--- src/hw/rtl/srt_pkg.sv ---
// ----------------------------------------------------------------------------
// srt_pkg
// Shared types and constants for the score rank table.
// ----------------------------------------------------------------------------
package srt_pkg;

  localparam int CAPACITY_DEF = 64;
  localparam int KEY_W        = 64;
  localparam int SCORE_W      = 64;
  localparam int LEN_W        = 7;
  localparam int RANK_W       = 8;
  localparam int TC_W         = 32;
  localparam int IN_DATA_W    = 168;
  localparam int OUT_DATA_W   = 144;

  localparam logic [LEN_W-1:0]  DEF_TOP_COUNT = 7'd10;
  localparam logic [RANK_W-1:0] RANK_ABSENT   = 8'hFF;

  localparam logic [1:0] FUNC_UPDATE = 2'd0;
  localparam logic [1:0] FUNC_TOP    = 2'd1;
  localparam logic [1:0] FUNC_RANK   = 2'd2;

  localparam logic [1:0] KIND_STATUS = 2'd0;
  localparam logic [1:0] KIND_ENTRY  = 2'd1;
  localparam logic [1:0] KIND_EMPTY  = 2'd2;
  localparam logic [1:0] KIND_RANK   = 2'd3;

  typedef enum logic [1:0] {
    CELL_HOLD,
    CELL_ROTATE,
    CELL_REMOVE,
    CELL_INSERT
  } cell_op_t;

  typedef struct packed {
    logic               valid;
    logic [KEY_W-1:0]   key;
    logic [SCORE_W-1:0] score;
  } entry_t;

  typedef struct packed {
    cell_op_t           op;
    logic [KEY_W-1:0]   ref_key;
    logic [SCORE_W-1:0] ref_score;
  } cell_cmd_t;

  typedef enum logic [2:0] {
    ST_IDLE,
    ST_FIND,
    ST_REMOVE,
    ST_INSERT,
    ST_GT,
    ST_COUNT,
    ST_RESP,
    ST_TOP
  } state_t;

endpackage

--- src/hw/rtl/srt_cell.sv ---
// ----------------------------------------------------------------------------
// srt_cell
// One slot of the sorted entry chain: compare, shift, insert, rotate.
// ----------------------------------------------------------------------------
module srt_cell import srt_pkg::*; (
  input  logic      clk,
  input  logic      rst_n,
  input  cell_cmd_t cmd,
  input  entry_t    prev_ent,
  input  logic      prev_before,
  input  entry_t    next_ent,
  output entry_t    ent,
  output logic      precedes,
  output logic      match,
  output logic      gt
);

  logic               valid_r, valid_nxt;
  logic [KEY_W-1:0]   key_r, key_nxt;
  logic [SCORE_W-1:0] score_r, score_nxt;
  logic               score_eq, ref_gt, own_gt, stays;

  always_comb begin
    score_eq = (score_r == cmd.ref_score);
    ref_gt   = $signed(cmd.ref_score) > $signed(score_r);
    own_gt   = $signed(score_r) > $signed(cmd.ref_score);
    precedes = !valid_r || ref_gt || (score_eq && (cmd.ref_key < key_r));
    stays    = valid_r && (own_gt || (score_eq && (key_r < cmd.ref_key)));
    match    = valid_r && (key_r == cmd.ref_key);
    gt       = valid_r && own_gt;
    ent      = '{valid: valid_r, key: key_r, score: score_r};
  end

  always_comb begin
    valid_nxt = valid_r;
    key_nxt   = key_r;
    score_nxt = score_r;
    case (cmd.op)
      CELL_ROTATE: begin
        valid_nxt = next_ent.valid;
        key_nxt   = next_ent.key;
        score_nxt = next_ent.score;
      end
      CELL_REMOVE: begin
        if (!stays) begin
          valid_nxt = next_ent.valid;
          key_nxt   = next_ent.key;
          score_nxt = next_ent.score;
        end
      end
      CELL_INSERT: begin
        if (prev_before) begin
          valid_nxt = prev_ent.valid;
          key_nxt   = prev_ent.key;
          score_nxt = prev_ent.score;
        end else if (precedes) begin
          valid_nxt = 1'b1;
          key_nxt   = cmd.ref_key;
          score_nxt = cmd.ref_score;
        end
      end
      default: begin
      end
    endcase
  end

  always_ff @(posedge clk) begin
    if (!rst_n) begin
      valid_r <= 1'b0;
    end else begin
      valid_r <= valid_nxt;
    end
  end

  always_ff @(posedge clk) begin
    key_r   <= key_nxt;
    score_r <= score_nxt;
  end

endmodule

--- config.mk ---
export PLATFORM = sky130hd
export DESIGN_NAME = srt_cell
export DESIGN_NICKNAME = d
export VERILOG_FILES = /design/src/hw/rtl/srt_pkg.sv /design/src/hw/rtl/srt_cell.sv
export SDC_FILE = /design/constraint.sdc
export NUM_CORES = 1
export LEC_CHECK = 0
export BUFFER_PORTS_ARGS = -buffer_cell sky130_fd_sc_hd__buf_2
export CORE_AREA = 2 2 206 208
export CTS_CLUSTER_DIAMETER = 80
export CTS_CLUSTER_SIZE = 8
export DETAILED_ROUTE_END_ITERATION = 16
export DIE_AREA = 0 0 208 210
export GPL_TIMING_DRIVEN = 0
export PLACE_DENSITY = 0.47
export SYNTH_ARGS = -nofsm -noshare
export SYNTH_HDL_FRONTEND = slang
export SYNTH_SLANG_ARGS = --single-unit
export TNS_END_PERCENT = 5
--- constraint.sdc ---
create_clock -name clk -period 6.9 [get_ports clk]
set_input_delay 0.345 -clock clk [delete_from_list [all_inputs] [get_ports clk]]
set_output_delay 0.345 -clock clk [all_outputs]
set_load 0.005 [all_outputs]
==> results.cfg <==
[drt]
num_vias = 9759
drtAntennaViolNets = 0
postRouteWirelength_mm = 40.4
drc = 0
routed_via_density = 4.56
dr.pass1.iters = 5
drtIter0Drc = 493
routedWlPerCell_um = 18.9

[logic_synthesis]
synth_edf_count = 128
ys_ff_latch = 129
yosys_warnings = 0
yosysMostFrequentCell = a21oi_1
synth.avg_cell_area_um2 = 9.49
synth_cells = 1045
async_flop_share_pct = 0
synth.top_cell.area_share_pct = 38.8
ys_seq_area_share_pct = 39.0
synth_area_leaders = edfxtp_1 39%, ha_1 16%, mux2i_1 13%, a21oi_1 9.0%, nor2_1 5.3%
synth-main-ff-cell = edfxtp_1
synthesis.nets = 1564
netlist_area_um2 = 9920
synthTopCellsByCount = 179 x a21oi_1, 141 x nor2_1, 134 x inv_1, 129 x mux2i_1
yosysTopAreaCell = edfxtp_1
synth.distinct_cells = 48

[placed_design]
gp_congestion = 0.896
hpwl_mm = 33.8
place_ws_ns = 2.42
io_buffers = 521
dpl.cell_count = 2106
postPlaceCellArea_um2 = 13200

[cells_and_area]
final_area_um2 = 13800
area_growth_pct = 39.1
fin_cells = 2140
nets = 2105
drive_above_1_share_pct = 35.0

[sta]
worstMarginPinSlew_ns = 1.12
final-hold-violation-count = 0
slew_headroom_pct = 25.0
fin_skew_ns = 0.00873
final-max-slew-violation-count = 0
rsz0062_at_grt = no
max_freq_mhz = 237
post-route-period-util_pct = 61.1
setup_ws_ns = 2.68
min_period_ns = 4.22
hold_slack_ns = 0.180
setup_violations = 0

[cts]
clock_latency_ns = 0.44
clock_sinks = 129
holdBufCountCts = 0
post-cts-setup-buffers = 0
ctsLongestPathBuffers = 2
post_cts_resized = 0
cts_tree = done
htreeDepth = 4
cts_buffers = 17
cts_root_buf = clkbuf_16
clkSlewWorstSetupHoldPaths_ns = 0.06

[floorplanning]
die-width_um = 208
io_pins = 523
num_rows = 75
core_um2 = 41500
dieArea_um2 = 43700
die_y_um = 210
initial_core_util_pct = 23.9

[global_routing]
grt_pass1_vias = 10100
overflow = 0
grt_max_degree = 80
globalRouteTotalUtil_pct = 18.0
grt_pass1_wl_mm = 59.5
antenna_found_initial = 5

[critical_path]
cpPeakStageDelay_ns = 0.68
critical_path.endpoint_type = flop
crit_slowest_cell = a221oi_1
r2r_cells = 10
r2r_start = key_r[21]
timing.rr.end = key_r[22]
crit_chain = ha_1 > a21oi_1 > o21ai_0 > a221oi_1 > o32ai_2 > nor4_1 > nor2_1 > o31ai_2 > inv_6 > buf_16
path_class = reg2reg
cp-start-kind = flop
crit_buf_inv = 2
rrSetupSlack_ns = 2.68
crit_required_ns = 7.03
arrival_ns = 4.34
crit_family = compound AO/OA/AOI/OAI gates
crit_fanout = 79

[power_and_ir_drop]
power.net_switching_w = 0.000850
clkPwrFrac_pct = 33.7
seqPwrFrac_pct = 38.3
p_leak_nw = 6.94
switching_share_pct = 31.0
ir_drop_uv = 151
powerDensity_nw_per_um2 = 199
finalPower_w = 0.00274
share_comb_of_total_power_pct = 28.0
intPower_w = 0.00189

[hold_path]
hp-class = in2reg
min-delay-start = rst_n
min_to = valid_r
hold_depth = 3

[run_status]
status = finished, final reports clean

[run]
maxCapViolations = 0
-- how the worst max path moves through the flow --
stage | start | endpoint | slack, ns | depth (start not counted)
2_1_floorplan | key_r[62] | key_r[0] | 1.65 | 10
3_3_place_gp | cmd[110] | key_r[20] | -0.63 | 12
3_5_place_dp | cmd[85] | score_r[58] | 2.42 | 12
4_1_cts | key_r[21] | key_r[53] | 2.53 | 10
5_1_grt | key_r[21] | key_r[22] | 2.39 | 10
6_report | key_r[21] | key_r[22] | 2.68 | 10
-- sequential cells by signal (all words and copies together) (netlist names) --
register / flops
valid_r: 1
key_r: 64
score_r: 64
-- per-layer routing --
layer  share of wire [%]  up-vias  routed length [µm]  track usage [%]
li1                    -     4840                   -                -
met1                  45     4551               18000             22.8
met2                  48      325               19300             30.3
met3                 5.5       41                2240             3.90
met4                 2.0        2                 816             6.26
met5               0.027        -                  11                0
-- power by group through the flow --
stage / Sequential (W) / Clock [W] / Combinational [W]
floorplan: 0.00107 / 0 / 0.000379
global placement: 0.00108 / 0 / 0.000766
detailed placement: 0.00107 / 0 / 0.000774
CTS: 0.00105 / 0.000959 / 0.000779
global route: 0.00106 / 0.000984 / 0.000863
finish: 0.00105 / 0.000924 / 0.000766
-- final cells by class --
type	instances	area, µm²
diodes	3	7.51
plain buffers	44	169
clock buffers	22	444
clock inverters	9	115
fillers	4469	27700
inverters	134	508
multi-input cells	738	5380
flip-flops and latches	129	3860
well taps	539	674
repair buffers	522	2640
-- cell families after synthesis --
group / after synthesis / synth area share [%]
flops: 129 / 39.0
mux: 129 / 13.0
fa+ha+maj: 128 / 16.2
compound gates: 232 / 13.2
simple gates: 249 / 11.8
buf+inv: 178 / 6.78
-- worst register-to-register path, cell delays in order (launching register included) --
cell,delay (ns)
edfxtp_1,0.39
ha_1,0.32
a21oi_1,0.17
o21ai_0,0.11
a221oi_1,0.68
o32ai_2,0.15
nor4_1,0.67
nor2_1,0.18
o31ai_2,0.50
inv_6,0.31
buf_16,0.34
-- metrics by stage --
step,setup TNS (ns),utilization [%]
6_report,0,33.3
5_1_grt,0,33.3
4_1_cts,0,33.2
3_5_place_dp,0,31.9
3_3_place_gp,-79.61,31.8
2_1_floorplan,0,-
-- placed cells by master (no fill, tap or decap), types with 2 or more instances in the layout --
cell / count
nor4_1: 4
mux2i_1: 129
diode_2: 3
o21ai_0: 13
nor4_4: 2
clkbuf_16: 17
o211ai_1: 5
nand4_2: 4
a21o_1: 6
clkinv_1: 4
ha_1: 128
bufinv_16: 3
nor3_1: 8
buf_1: 4
nand4_1: 24
or4_1: 3
and4_1: 4
clkbuf_1: 44
o21ai_1: 2
clkinv_2: 2
o21a_1: 3
nor2b_1: 4
a21oi_1: 179
edfxtp_1: 128
a221oi_1: 7
a221o_1: 2
nand3_1: 13
and2_1: 4
nor2_1: 141
inv_1: 133
nand2_1: 32
nand2b_1: 2
buf_2: 521
Power figures use the tool's default switching activity.
